`config.mk`:
```
export PLATFORM = sky130hd
export DESIGN_NAME = gcf_mac
export DESIGN_NICKNAME = d
export VERILOG_FILES = /design/src/design/gcf_pkg.sv /design/src/design/gcf_mac.sv
export SDC_FILE = /design/constraint.sdc
export NUM_CORES = 2
export LEC_CHECK = 0
export ABC_AREA = 1
export BUFFER_PORTS_ARGS = -buffer_cell sky130_fd_sc_hd__buf_2
export CAP_MARGIN = 20
export CORE_UTILIZATION = 40
export DETAILED_ROUTE_END_ITERATION = 10
export HOLD_SLACK_MARGIN = 0.15
export PLACE_DENSITY = 0.66
export SYNTH_ARGS = -nofsm -noshare
export SYNTH_HDL_FRONTEND = slang
export SYNTH_SLANG_ARGS = --single-unit
```
`constraint.sdc`:
```
create_clock -name clk -period 3.68 [get_ports clk]
set_input_delay 0.736 -clock clk [delete_from_list [all_inputs] [get_ports clk]]
set_output_delay 0.736 -clock clk [all_outputs]
set_load 0.01 [all_outputs]
```
`src/design/gcf_pkg.sv`:
```
`default_nettype none

package gcf_pkg;

    localparam int MAX_WIDTH_DEFAULT  = 1024;
    localparam int MAX_HEIGHT_DEFAULT = 1024;

    localparam int PIX_W  = 8;
    localparam int SIZE_W = 11;
    localparam int KROW_W = 24;
    localparam int DATA_W = 32;
    localparam int ADDR_W = 5;
    localparam int MIN_SIZE = 3;

    localparam logic [SIZE_W-1:0] WIDTH_RESET  = 11'd4;
    localparam logic [SIZE_W-1:0] HEIGHT_RESET = 11'd4;
    localparam logic [KROW_W-1:0] KROW_TOP_RESET    = 24'h00FF00;
    localparam logic [KROW_W-1:0] KROW_MIDDLE_RESET = 24'hFF04FF;
    localparam logic [KROW_W-1:0] KROW_BOTTOM_RESET = 24'h00FF00;

    // gray = (r+g+b)/3 as (sum * 683) >> 11, exact for sums up to 765
    localparam int GSUM_W     = 10;
    localparam int GPROD_W    = 20;
    localparam int GRAY_MUL   = 683;
    localparam int GRAY_SHIFT = 11;

    localparam int PROD_W = 17;
    localparam int ROW_W  = PROD_W + 2;
    localparam int TOT_W  = ROW_W + 2;
    localparam int PIX_MAX = 255;

    typedef enum logic [2:0] {
        REG_IMAGE_WIDTH   = 3'd0,
        REG_IMAGE_HEIGHT  = 3'd1,
        REG_KERNEL_TOP    = 3'd2,
        REG_KERNEL_MIDDLE = 3'd3,
        REG_KERNEL_BOTTOM = 3'd4
    } reg_idx_t;

    typedef struct packed {
        logic [SIZE_W-1:0] image_width;
        logic [SIZE_W-1:0] image_height;
        logic [KROW_W-1:0] kernel_row_top;
        logic [KROW_W-1:0] kernel_row_middle;
        logic [KROW_W-1:0] kernel_row_bottom;
    } cfg_t;

    // [row][col] gray window, row 0 is the oldest line, col 0 the oldest column
    typedef logic [2:0][2:0][PIX_W-1:0] win_t;

    function automatic logic signed [PIX_W-1:0] coef(input logic [KROW_W-1:0] row_bits,
                                                     input int col);
        return signed'(row_bits[PIX_W*col +: PIX_W]);
    endfunction

endpackage

`default_nettype wire

```
`src/design/gcf_mac.sv`:
```
`default_nettype none

module gcf_mac (
    input  wire logic                       clk,
    input  wire logic                       rst_n,
    input  gcf_pkg::cfg_t                   cfg,
    input  wire logic                       adv,
    input  gcf_pkg::win_t                   win,
    input  wire logic                       win_vld,
    input  wire logic                       win_last,
    output logic                            out_vld,
    output logic [gcf_pkg::PIX_W-1:0]       out_pixel,
    output logic                            out_last
);

    localparam int PW = gcf_pkg::PROD_W;
    localparam int RW = gcf_pkg::ROW_W;
    localparam int TW = gcf_pkg::TOT_W;

    logic [2:0][gcf_pkg::KROW_W-1:0] kern;

    logic signed [PW-1:0] prod_next [3][3];
    logic signed [PW-1:0] prod_reg  [3][3];
    logic signed [RW-1:0] rsum_next [3];
    logic signed [RW-1:0] rsum_reg  [3];
    logic signed [TW-1:0] total;
    logic [gcf_pkg::PIX_W-1:0] clamped;

    logic s3_vld_reg, s3_last_reg;
    logic s4_vld_reg, s4_last_reg;
    logic out_vld_reg, out_last_reg;
    logic [gcf_pkg::PIX_W-1:0] out_pixel_reg;

    assign kern[0] = cfg.kernel_row_top;
    assign kern[1] = cfg.kernel_row_middle;
    assign kern[2] = cfg.kernel_row_bottom;

    always_comb
    begin
        for (int r = 0; r < 3; r++)
        begin
            for (int c = 0; c < 3; c++)
            begin
                prod_next[r][c] = PW'(signed'({1'b0, win[r][c]}))
                                * PW'(gcf_pkg::coef(kern[r], c));
            end
        end
    end

    always_comb
    begin
        for (int r = 0; r < 3; r++)
        begin
            rsum_next[r] = RW'(prod_reg[r][0]) + RW'(prod_reg[r][1]) + RW'(prod_reg[r][2]);
        end
    end

    always_comb
    begin
        total = TW'(rsum_reg[0]) + TW'(rsum_reg[1]) + TW'(rsum_reg[2]);
        if (total < 0)
            clamped = '0;
        else if (total > TW'(gcf_pkg::PIX_MAX))
            clamped = gcf_pkg::PIX_W'(gcf_pkg::PIX_MAX);
        else
            clamped = total[gcf_pkg::PIX_W-1:0];
    end

    always_ff @(posedge clk or negedge rst_n)
    begin
        if (!rst_n)
        begin
            s3_vld_reg  <= 1'b0;
            s4_vld_reg  <= 1'b0;
            out_vld_reg <= 1'b0;
        end
        else if (adv)
        begin
            s3_vld_reg  <= win_vld;
            s4_vld_reg  <= s3_vld_reg;
            out_vld_reg <= s4_vld_reg;
        end
    end

    always_ff @(posedge clk)
    begin
        if (adv)
        begin
            prod_reg      <= prod_next;
            rsum_reg      <= rsum_next;
            s3_last_reg   <= win_last;
            s4_last_reg   <= s3_last_reg;
            out_last_reg  <= s4_last_reg;
            out_pixel_reg <= clamped;
        end
    end

    assign out_vld   = out_vld_reg;
    assign out_pixel = out_pixel_reg;
    assign out_last  = out_last_reg;

endmodule

`default_nettype wire

```
==> impl_metrics.csv <==
group,metric,value,unit
power,switchingPower,16400,uW
critical_path,crit_path_top_delay_cell,"fa_1",
timing,hold_viol_final,0,
routing,drt_iter0_drc,893,
critical_path,rrSetupSlack,0.46,ns
synthesis,yosysTopAreaCellShare,0.256,
critical_path,crit_path_end,"prod_reg[134]",
run_status,status,"complete, but fails checks",
global_route,grt_max_degree,76,
synthesis,syn_avg_cell_area,8.74,um^2
place,gp_congestion,0.895,
critical_path,crit_top_cell,"inv_2",
clock_network,worstSkewPairLatency,0.56,ns
hold_path,hp-class,"in2reg",
timing,period_share,1.11,
run_status,violations,"setup timing",
global_route,grt_pass1_wl,119,mm
clock_network,cts_tree,"built",
floorplan,fp.dieH,284,um
power,internal-power,18900,uW
routing,drc,0,
floorplan,start_util,0.407,
routing,vias_per_cell,4.62,
clock_network,cts_root_buffer,"clkbuf_16",
synthesis,synth_edf_count,221,
power,seq_power_share,0.167,
critical_path,worstSetupEndpointType,"register",
synthesis,synth_area,31800,um^2
power,power_frac_clock,0.073,
timing,slew_viol_final,0,
final_layout,syn_to_final_growth,29.7,%
clock_network,cts_buffer_depth,3,
synthesis,synth_seq_cells,224,
timing,slew-limit-headroom,0.608,
final_layout,largest_reg_flops,153,
synthesis,postSynth.asyncResetShare,0.0134,
global_route,grt_pass1_vias,25100,
critical_path,worstPathRequired,3.99,ns
routing,wire_per_inst,13.5,um
final_layout,drive_above_1_share,0.294,
floorplan,core_area,78000,um^2
flow_run,maxCapViolCount,0,
routing,vias,24200,
routing,drtPass1Iterations,5,
global_route,grt.total_usage,0.176,
critical_path,startpoint_type,"input port",
power,cellLeakagePower,0.0219,uW
global_route,antenna_found_initial,0,
timing,max_freq,0.244,GHz
critical_path,reg2reg_to,"out_pixel[5]",
floorplan,dieArea,80600,um^2
synthesis,yosysWarningCount,0,
critical_path,critical_path.max_stage_delay,0.54,ns
timing,finalSetupViolCount,65,
power,sw_frac_of_total,0.465,
place,dp_hpwl,58.6,mm
critical_path,crit_chain,"buf_12 -> buf_6 -> nand2_2 -> inv_2 -> fa_1 -> inv_2 -> fa_1 -> inv_2 -> fa_1 -> inv_2 -> fa_1 -> inv_2 -> ha_4 -> a21oi_2 -> o21ai_2 -> a21oi_2 -> o21ai_2 -> a21oi_1 -> o21bai_1 -> xor2_1",
floorplan,ios,181,
critical_path,cp_max_fo,5,
timing,setup_ws,-0.414,ns
clock_network,numCtsBuffers,27,
clock_network,cts_sinks,224,
timing,worst_slew_pin_slew,0.587,ns
critical_path,crit_type,"in2reg",
routing,ant_nets,0,
power,p_per_area,857,nW/um^2
synthesis,synth_top_area_cell,"fa_1",
final_layout,diodes,0,
critical_path,reg2regPathDepth,17,
synthesis,synthesis.nets,4669,
synthesis,synth.area.top_cells,"fa_1, edfxtp_1, ha_1",
clock_network,ctsHtreeMaxLevel,1,
critical_path,r2r-start,"rsum_reg[39]",
synthesis,synthCells,3634,
timing,rsz0062_at_grt,"true",
critical_path,arrival,4.40,ns
routing,drt-total-wl,70.7,mm
floorplan,die_w,284,um
synthesis,ys_seq_area_frac,0.211,
power,pwr-share-comb,0.760,
final_layout,utilization,0.529,
synthesis,synth-main-ff-cell,"edfxtp_1",
final_layout,fin_nets,5200,
critical_path,critPathLaunch,"win[10]",
power,vdd_drop_max,0.576,mV
final_layout,n_fill_cell,6901,
global_route,gr-total-overflow,0,
clock_network,cts.clk_slew.worst_paths,0.06,ns
place,portBuffers,158,
timing,hold_ws,0.388,ns
timing,final.setup_skew,0.0244,ns
power,power,35300,uW
synthesis,ys_types,39,
floorplan,rows,102,
timing,fin_crit,4.09,ns
## power groups by stage
stage	combinational [uW]	sequential, uW	clock [uW]
after global routing	30300	6020	2770
after detailed placement	23700	5970	0
after floorplan	17100	5550	0
after CTS	25400	5940	2680
after global placement	23400	5980	0
final	26800	5900	2590
## placed cells by master, fill, tap and decap left out, types with 54 or more instances in the layout
cell	Yosys	routed
nand2_2	5	74
a21oi_1	160	94
nor2_1	124	111
buf_4	0	399
inv_2	4	112
a21oi_2	4	54
ha_1	457	394
inv_1	945	822
buf_2	0	59
ha_4	0	56
edfxtp_1	221	221
buf_6	0	143
nand2_1	742	645
xor2_1	108	91
fa_1	407	371
## through the flow
stage               std cells  setup slack, ns  instance area [um^2]  TNS, ns
floorplan                3634           -0.929                 33300   -38.33
global placement         5130            -1.03                 37500   -65.34
detailed placement       5130            -1.06                 37500   -68.91
CTS                      5203           -0.335                 39900    -8.34
global route             5223           -0.643                 41200   -17.47
finish                   5223           -0.414                 41200   -10.11
## worst max-delay path, delay by kind of cell
| kind | cells | cell delay [ns] |
|---|---|---|
| AOI/OAI and AO/OA | 6 | 0.72 |
| xor gates and xnor gates | 1 | 0.14 |
| adders and majority gates | 5 | 2.32 |
| buffers and inverters | 7 | 0.43 |
| and+or+nand+nor | 1 | 0.05 |
## per-layer routing
layer  share of wire  vias to the layer above  GRT usage
li1                -                    12100          -
met1            0.45                    11800      0.234
met2            0.51                      276      0.316
met3           0.028                       54     0.0160
met4           0.012                        0     0.0262
met5               0                        -          0
## logic make-up after synthesis
| group | Yosys count | synth area share |
|---|---|---|
| buffers and inverters | 1085 | 0.128 |
| and+or+nand+nor | 1014 | 0.130 |
| adders and majority gates | 864 | 0.436 |
| AOI/OAI and AO/OA | 287 | 0.0500 |
| DFF | 224 | 0.211 |
| xor gates and xnor gates | 159 | 0.0438 |
| muxes | 1 | 0.000354 |
## cell type report
type                       instances  area [um^2]  share of cell area
multi-input combinational       2325        23300               0.564
sequential                       224         6710               0.163
timing repair buffer             636         5460               0.133
inverter                         950         3630              0.0882
tap                             1040         1300              0.0316
clock buffer                      29          683              0.0166
clock inverter                    18          165             0.00401
timing repair inverter             1         5.00            0.000121
## synthesized netlist by cell type (all sizes together) (2+ instances only)
library cell,instances
a21boi,7
o221ai,4
a31oi,9
a21oi,164
a21o,8
xnor2,51
a221oi,2
o2111ai,6
inv,949
xor2,108
and2,4
fa,407
edfxtp,221
nor2,127
nand3,59
ha,457
nand2,747
o21bai,13
o21ai,73
or2,43
nand4,15
clkbuf,135
nand3b,9
dfrtp,3
nor3,10
## how the worst min path moves through the flow
stage,to,from,slack [ns],cells after the start
2_1_floorplan,out_last,s4_last_reg,0.40,0
3_3_place_gp,out_last,s4_last_reg,0.40,0
3_5_place_dp,s4_last_reg,s3_last_reg,0.41,0
4_1_cts,s3_last_reg,win_last,0.35,1
5_1_grt,s3_last_reg,win_last,0.36,1
6_report,s3_last_reg,win_last,0.39,1
## what timing repair did
item / in CTS / in global routing
setup endpoints to repair: 73 / 84
pin swaps: 177 / 218
endpoints found under the hold margin: 3 / 0
hold buffers: 1 / 0
buffers inserted: 27 / 32
resized for setup: 376 / 353
cloned: 1 / 0
(Power assumes the default switching activity.)
