===== config.mk =====
export PLATFORM = sky130hd
export DESIGN_NAME = gcf_regs
export DESIGN_NICKNAME = d
export VERILOG_FILES = /design/src/design/gcf_pkg.sv /design/src/design/gcf_regs.sv
export SDC_FILE = /design/constraint.sdc
export NUM_CORES = 1
export LEC_CHECK = 0
export BUFFER_PORTS_ARGS = -buffer_cell sky130_fd_sc_hd__buf_4
export CAP_MARGIN = 20
export CORE_ASPECT_RATIO = 1.25
export CORE_MARGIN = 4
export CORE_UTILIZATION = 44
export CTS_CLUSTER_DIAMETER = 30
export CTS_CLUSTER_SIZE = 12
export DETAILED_ROUTE_END_ITERATION = 12
export GPL_TIMING_DRIVEN = 0
export PLACE_DENSITY_LB_ADDON = 0.1
export REMOVE_ABC_BUFFERS = 1
export SLEW_MARGIN = 10
export SYNTH_ARGS = -nofsm -noshare
export SYNTH_HDL_FRONTEND = slang
export SYNTH_SLANG_ARGS = --single-unit

===== constraint.sdc =====
create_clock -name clk -period 1.14 [get_ports clk]
set_clock_uncertainty 0.05 [all_clocks]
set_input_delay 0.114 -clock clk [delete_from_list [all_inputs] [get_ports clk]]
set_output_delay 0.114 -clock clk [all_outputs]
set_load 0.005 [all_outputs]

===== src/design/gcf_pkg.sv =====
`default_nettype none

package gcf_pkg;

    localparam int MAX_WIDTH_DEFAULT  = 1024;
    localparam int MAX_HEIGHT_DEFAULT = 1024;

    localparam int PIX_W  = 8;
    localparam int SIZE_W = 11;
    localparam int KROW_W = 24;
    localparam int DATA_W = 32;
    localparam int ADDR_W = 5;
    localparam int MIN_SIZE = 3;

    localparam logic [SIZE_W-1:0] WIDTH_RESET  = 11'd4;
    localparam logic [SIZE_W-1:0] HEIGHT_RESET = 11'd4;
    localparam logic [KROW_W-1:0] KROW_TOP_RESET    = 24'h00FF00;
    localparam logic [KROW_W-1:0] KROW_MIDDLE_RESET = 24'hFF04FF;
    localparam logic [KROW_W-1:0] KROW_BOTTOM_RESET = 24'h00FF00;

    // gray = (r+g+b)/3 as (sum * 683) >> 11, exact for sums up to 765
    localparam int GSUM_W     = 10;
    localparam int GPROD_W    = 20;
    localparam int GRAY_MUL   = 683;
    localparam int GRAY_SHIFT = 11;

    localparam int PROD_W = 17;
    localparam int ROW_W  = PROD_W + 2;
    localparam int TOT_W  = ROW_W + 2;
    localparam int PIX_MAX = 255;

    typedef enum logic [2:0] {
        REG_IMAGE_WIDTH   = 3'd0,
        REG_IMAGE_HEIGHT  = 3'd1,
        REG_KERNEL_TOP    = 3'd2,
        REG_KERNEL_MIDDLE = 3'd3,
        REG_KERNEL_BOTTOM = 3'd4
    } reg_idx_t;

    typedef struct packed {
        logic [SIZE_W-1:0] image_width;
        logic [SIZE_W-1:0] image_height;
        logic [KROW_W-1:0] kernel_row_top;
        logic [KROW_W-1:0] kernel_row_middle;
        logic [KROW_W-1:0] kernel_row_bottom;
    } cfg_t;

    // [row][col] gray window, row 0 is the oldest line, col 0 the oldest column
    typedef logic [2:0][2:0][PIX_W-1:0] win_t;

    function automatic logic signed [PIX_W-1:0] coef(input logic [KROW_W-1:0] row_bits,
                                                     input int col);
        return signed'(row_bits[PIX_W*col +: PIX_W]);
    endfunction

endpackage

`default_nettype wire


===== src/design/gcf_regs.sv =====
`default_nettype none

module gcf_regs (
    input  wire logic                          clk,
    input  wire logic                          rst_n,
    input  wire logic                          psel,
    input  wire logic                          penable,
    input  wire logic                          pwrite,
    input  wire logic [gcf_pkg::ADDR_W-1:0]    paddr,
    input  wire logic [gcf_pkg::DATA_W-1:0]    pwdata,
    output logic      [gcf_pkg::DATA_W-1:0]    prdata,
    output logic                               pready,
    output gcf_pkg::cfg_t                      cfg
);

    gcf_pkg::cfg_t     cfg_reg;
    gcf_pkg::reg_idx_t idx;
    logic              wr_en;

    assign idx    = gcf_pkg::reg_idx_t'(paddr[4:2]);
    assign pready = 1'b1;
    assign wr_en  = psel && penable && pwrite;

    always_ff @(posedge clk or negedge rst_n)
    begin
        if (!rst_n)
        begin
            cfg_reg.image_width       <= gcf_pkg::WIDTH_RESET;
            cfg_reg.image_height      <= gcf_pkg::HEIGHT_RESET;
            cfg_reg.kernel_row_top    <= gcf_pkg::KROW_TOP_RESET;
            cfg_reg.kernel_row_middle <= gcf_pkg::KROW_MIDDLE_RESET;
            cfg_reg.kernel_row_bottom <= gcf_pkg::KROW_BOTTOM_RESET;
        end
        else if (wr_en)
        begin
            case (idx)
                gcf_pkg::REG_IMAGE_WIDTH:
                    cfg_reg.image_width <= pwdata[gcf_pkg::SIZE_W-1:0];
                gcf_pkg::REG_IMAGE_HEIGHT:
                    cfg_reg.image_height <= pwdata[gcf_pkg::SIZE_W-1:0];
                gcf_pkg::REG_KERNEL_TOP:
                    cfg_reg.kernel_row_top <= pwdata[gcf_pkg::KROW_W-1:0];
                gcf_pkg::REG_KERNEL_MIDDLE:
                    cfg_reg.kernel_row_middle <= pwdata[gcf_pkg::KROW_W-1:0];
                gcf_pkg::REG_KERNEL_BOTTOM:
                    cfg_reg.kernel_row_bottom <= pwdata[gcf_pkg::KROW_W-1:0];
                default:
                    ;
            endcase
        end
    end

    always_comb
    begin
        case (idx)
            gcf_pkg::REG_IMAGE_WIDTH:   prdata = gcf_pkg::DATA_W'(cfg_reg.image_width);
            gcf_pkg::REG_IMAGE_HEIGHT:  prdata = gcf_pkg::DATA_W'(cfg_reg.image_height);
            gcf_pkg::REG_KERNEL_TOP:    prdata = gcf_pkg::DATA_W'(cfg_reg.kernel_row_top);
            gcf_pkg::REG_KERNEL_MIDDLE: prdata = gcf_pkg::DATA_W'(cfg_reg.kernel_row_middle);
            gcf_pkg::REG_KERNEL_BOTTOM: prdata = gcf_pkg::DATA_W'(cfg_reg.kernel_row_bottom);
            default:                    prdata = '0;
        endcase
    end

    assign cfg = cfg_reg;

endmodule

`default_nettype wire


==> results_dict.tcl, run 1 <==
set metrics [dict create \
    grt_max_degree 51 \
    p_per_area_mw_per_mm2 1568 \
    rr_worst_depth 4 \
    synth_cell_types 26 \
    ant_nets 0 \
    hpwl_mm 7.763 \
    syn_avg_cell_area_um2 13.94 \
    wl_mm 14.05 \
    netlist_top_cells_area "dfrtp_1 (33%), dfstp_2 (21%), mux2_2 (20%), mux2_1 (5.6%), buf_4 (3.1%)" \
    utilization_pct 75.61 \
    fin_crit_sh_pct 136.6 \
    grt-ovfl-total 0 \
    yosys.area.top_type_share_pct 33.40 \
    cp_slowest_cell "dfrtp_1" \
    largest_reg_flops 94 \
    crit_chain "mux2_4 -> a32oi_1 -> o21ai_1 -> buf_4" \
    grt_use_met2_pct 39.49 \
    synth_edf_count 0 \
    leakagePower_nw 3.497 \
    rows 40 \
    syn_area_mm2 0.004420 \
    drtPass1Iterations 4 \
    grt_pass1_wl_mm 21.14 \
    fin_nets 593 \
    drive_gt1_share_pct 67.63 \
    finalCriticalPeriod_ps 1557 \
    ir_worst_vdd_mv 1.013 \
    place_congestion 0.7731 \
    grt_pass1_vias 3757 \
    finalSetupViolCount 99 \
    fin_ws_ps -417.1 \
    die_area_mm2 0.01172 \
    max_stage_delay_ps 400 \
    ioPinCount 169 \
    worst-path-stages 4 \
    setup.worst_path.start "cfg[55]" \
    vias 3598 \
    root_buffer "clkbuf_16" \
    synth_top_cell_by_area "dfrtp_1" \
    dpl.cell_count 574 \
    core_mm2 0.009709 \
    antenna_found_initial 0 \
    status "finished with violations" \
    max_freq_ghz 0.6422 \
    hold_violations 0 \
    worstPathRequired_ps 980 \
    critical_path.max_fanout 2 \
    cp-start-kind "register" \
    crit_type "reg -> out" \
    die_w_um 97.65 \
    area_growth_pct 66.06 \
    use_met1_pct 28.77 \
    track_usage_pct 23.24 \
    violations "negative setup slack" \
    setup.worst_path.end_class "output pin" \
    start_util_pct 45.53 \
    cts_max_level 3 \
    yosysSeqAreaShare_pct 54.20 \
    fin_cells 682 \
    cts.sinks 94 \
    ys_ff_latch 94 \
    drc_errors 0 \
    final_cell_mix "buf_4 (126), buf_6 (78), dfrtp_1 (59)" \
    syn_inst 317 \
    worstPathArrival_ps 1390 \
    final_common_cell "buf_4" \
    slew_headroom_pct 57.71 \
    port_buffers 149 \
    async_reset_ff_share_pct 100.0 \
    cap_violations 0 \
    met3_usage_pct 5.930 \
    dieHeight_um 120.1 \
    vias_per_cell 5.276 \
    cts_buffers 9 \
    insertion_delay_ps 330 \
    reg2reg_from "cfg[58]" \
    hold_class "in -> async" \
    slew_violations 0 \
    first_iter_violations 143 \
    cts_tree "done" \
    tightest_slew_ps 631.5 \
    grt.busiest_layer "met2" \
    tns_ps -11770 \
    clkTransAtPathRegs_ps 60 \
    antenna_cells 0 \
    yosys_warnings 0 \
    crit_buf_inv 1 \
    clockBufferDepth 2 \
    ys.flop_type "dfrtp_1" \
    critical-path-top-delay-family "flip-flops" \
    post_drt_wl_per_cell_um 20.60 \
    rsz0062_at_grt "yes" \
]
-- report_power, final --
| group | total (mW) | internal, mW | switching, mW | leakage (nW) |
|---|---|---|---|---|
| Combinational | 3.76 | 2.58 | 1.19 | 2.22 |
| Clock | 3.01 | 1.81 | 1.21 | 0.152 |
| Sequential | 4.74 | 4.18 | 0.558 | 1.12 |
| Total | 11.5 | 8.56 | 2.95 | 3.50 |
-- worst paths after layout --
kind,endpoint,slack [ps]
min in group clk,cfg[77],280
min,cfg[69],230
max,prdata[7],-420
max in group asynchronous,cfg[29],150
max reg2reg,cfg[58],30
min reg2reg,cfg[22],470
-- final cells by class --
| type | instances | area, um^2 |
|---|---|---|
| flip-flops and latches | 94 | 2396 |
| repair buffers | 243 | 2385 |
| fillers | 625 | 2369 |
| multi-input cells | 202 | 2093 |
| clock buffers | 12 | 256.5 |
| well taps | 126 | 157.7 |
| clock inverters | 4 | 45.04 |
| inverters | 1 | 7.507 |
-- routing by layer --
layer / part of all wire, % / vias up
met5: 0 / -
met4: 1.8 / 0
met3: 5.8 / 17
met2: 50 / 122
met1: 42 / 1838
li1: - / 1621
-- per-stage QoR --
stage / hold slack, ps / setup WS, ps / area, um^2 / total power [mW]
5_1_grt: 264.9 / -470.9 / 7341 / 12.06
2_1_floorplan: -231.6 / -704.5 / 4234 / 5.577
3_5_place_dp: 108.6 / -1348 / 5610 / 7.268
4_1_cts: 289.2 / -402.5 / 7012 / 11.17
3_3_place_gp: 299.1 / -2021 / 5510 / 7.176
6_report: 233.1 / -417.1 / 7341 / 11.51
-- cells by family after synthesis --
logic type | Yosys count | synth area share, %
DFF | 94 | 54.20
AOI/OAI and AO/OA | 46 | 6.765
and+or+nand+nor | 26 | 3.934
buffers and inverters | 31 | 4.897
other | 2 | 0.1699
muxes | 118 | 30.03
-- cell usage after synthesis, drive strengths merged, types with 3 or more instances --
master / n
dfstp: 35
a32oi: 11
mux2: 105
o21ai: 24
clkbuf: 7
nor2b: 3
a22oi: 11
nand2: 14
buf: 23
mux2i: 13
dfrtp: 59
-- timing repair --
item	in CTS	in global routing
buffers inserted	42	29
gates cloned	6	1
setup endpoints to repair	137	182
pin swaps	5	9
endpoints found under the hold margin	122	0
resized for setup	121	63
hold buffers	25	0
No activity file was read; power rests on OpenSTA's default activity.
==> inputs of run 2 (changes only) <==
--- a/config.mk
+++ b/config.mk
@@ -15,6 +15,7 @@
 export DETAILED_ROUTE_END_ITERATION = 12
 export GPL_TIMING_DRIVEN = 0
 export PLACE_DENSITY_LB_ADDON = 0.1
+export RECOVER_POWER = 100
 export REMOVE_ABC_BUFFERS = 1
 export SLEW_MARGIN = 10
 export SYNTH_ARGS = -nofsm -noshare
==> run 2 against run 1 <==
The run still ends with negative setup slack left. Die area unchanged. Worst hold slack better by 67 ps. Clock power hardly changed. Critical path depth did not move. Critical endpoint unchanged. Sequential cell count is the same. Utilization fell by 1.1 points.
==> results_dict.tcl, run 2 (synthesis results as in run 1) <==
set metrics [dict create \
    start_util_pct 45.53 \
    hold_violations 0 \
    antenna_found_initial 0 \
    track_usage_pct 23.24 \
    cp-start-kind "register" \
    ant_nets 0 \
    drtPass1Iterations 4 \
    setup.worst_path.end_class "output pin" \
    clkTransAtPathRegs_ps 60 \
    place_area_mm2 0.005610 \
    violations "negative setup slack" \
    grt_pass1_vias 3757 \
    die_w_um 97.65 \
    finalCriticalPeriod_ps 1555 \
    cts.sinks 94 \
    fin_ws_ps -415.3 \
    cts_buffers 9 \
    max_stage_delay_ps 400 \
    status "finished with violations" \
    multi_input_area_mm2 0.002086 \
    clockBufferDepth 2 \
    finalSetupViolCount 154 \
    cp_slowest_cell "dfrtp_1" \
    fin_area_mm2 0.007237 \
    critical_path.max_fanout 2 \
    leakagePower_nw 3.415 \
    hpwl_mm 7.763 \
    rows 40 \
    drive_gt1_share_pct 64.75 \
    fin_nets 593 \
    rsz0062_at_grt "yes" \
    critical-path-top-delay-family "flip-flops" \
    vias 3620 \
    vias_per_cell 5.308 \
    core_mm2 0.009709 \
    ioPinCount 169 \
    largest_reg_flops 94 \
    final_cell_mix "buf_6 (76), buf_4 (75), dfrtp_1 (59)" \
    cap_violations 0 \
    p_per_area_mw_per_mm2 1573 \
    drc_errors 0 \
    hold_class "in -> reg" \
    ir_worst_vdd_mv 0.9993 \
    first_iter_violations 155 \
    antenna_cells 0 \
    crit_chain "mux2_4 -> a32oi_1 -> o21ai_1 -> buf_4" \
    fill_cells 650 \
    slew_headroom_pct 56.51 \
    root_buffer "clkbuf_16" \
    regArea_mm2 0.002396 \
    max_freq_ghz 0.6430 \
    crit_buf_inv 1 \
    worstPathRequired_ps 980 \
    wl_mm 14.02 \
    port_buffers 149 \
    grt_pass1_wl_mm 21.14 \
    fin_crit_sh_pct 136.4 \
    cts_tree "done" \
    tightest_slew_ps 652.4 \
    grt-ovfl-total 0 \
    die_area_mm2 0.01172 \
    hold_ws_ps 300.5 \
    post_drt_wl_per_cell_um 20.55 \
    place_congestion 0.7731 \
    final_common_cell "buf_6" \
    utilization_pct 74.54 \
    crit_type "reg -> out" \
    dp_slack_ps -1348 \
    worstPathArrival_ps 1390 \
    cts_max_level 3 \
    insertion_delay_ps 330 \
    slew_violations 0 \
    area_growth_pct 63.71 \
    grt_max_degree 51 \
    dieHeight_um 120.1 \
]
## run 2: cell count changes in the layout (fill, tap and decap cells not counted), sizes merged
| cell | before | now |
|---|---|---|
| clkbuf | 12 | 65 |
| buf | 216 | 163 |
## run 2: worst min-delay path: cells and delay by family
family | cells | cell delay, ps
mux | 1 | 180
buf+inv | 2 | 280
simple gates | 1 | 60
## run 2: final timing paths
path                       startpoint   endpoint  slack [ps]  cells past startpoint
max in group asynchronous       rst_n    cfg[29]         -10                      3
hold / removal               paddr[3]    cfg[77]         300                      4
min in group asynchronous       rst_n    cfg[69]         330                      2
setup / recovery              cfg[55]  prdata[7]        -420                      4
hold reg to reg               cfg[22]    cfg[22]         470                      1
setup reg to reg              cfg[58]    cfg[58]          30                      4
## run 2: metrics by stage
step	TNS, ps	power (mW)	cells
after CTS	-10520	11.17	663
after global placement	-148440	7.176	569
after global routing	-24160	11.93	682
after detailed placement	-89050	7.268	574
final	-14490	11.38	682
after floorplan	-42760	5.577	294
## run 2: layer usage
metal	track usage (%)	up-vias	wire length (um)
met5	0	-	0
met3	5.930	12	837
met4	7.879	0	163
met1	28.77	1850	5880
li1	-	1623	-
met2	39.49	135	7134
## run 2: layout make-up
type                            instances  share of cell area, %
Clock inverter                          4                 0.6224
Multi-Input combinational cell        202                  28.82
Inverter                                1                 0.1037
Sequential cell                        94                  33.11
Tap cell                              126                  2.178
Clock buffer                           12                  3.544
Timing Repair Buffer                  243                  31.62
## run 2: repair_timing
action / in CTS / in global routing
gates resized for setup: 121 / 63
cloned: 6 / 1
endpoints found under the setup margin: 137 / 182
setup buffers: 42 / 29
hold buffers: 25 / 0
pin swaps: 5 / 9
endpoints found under the hold margin: 122 / 0
## run 2: power breakdown
part | leakage, nW | internal (mW) | switching (mW) | total [mW]
Clock | 0.152 | 1.81 | 1.20 | 3.01
Combinational | 2.14 | 2.47 | 1.18 | 3.65
Sequential | 1.12 | 4.18 | 0.546 | 4.72
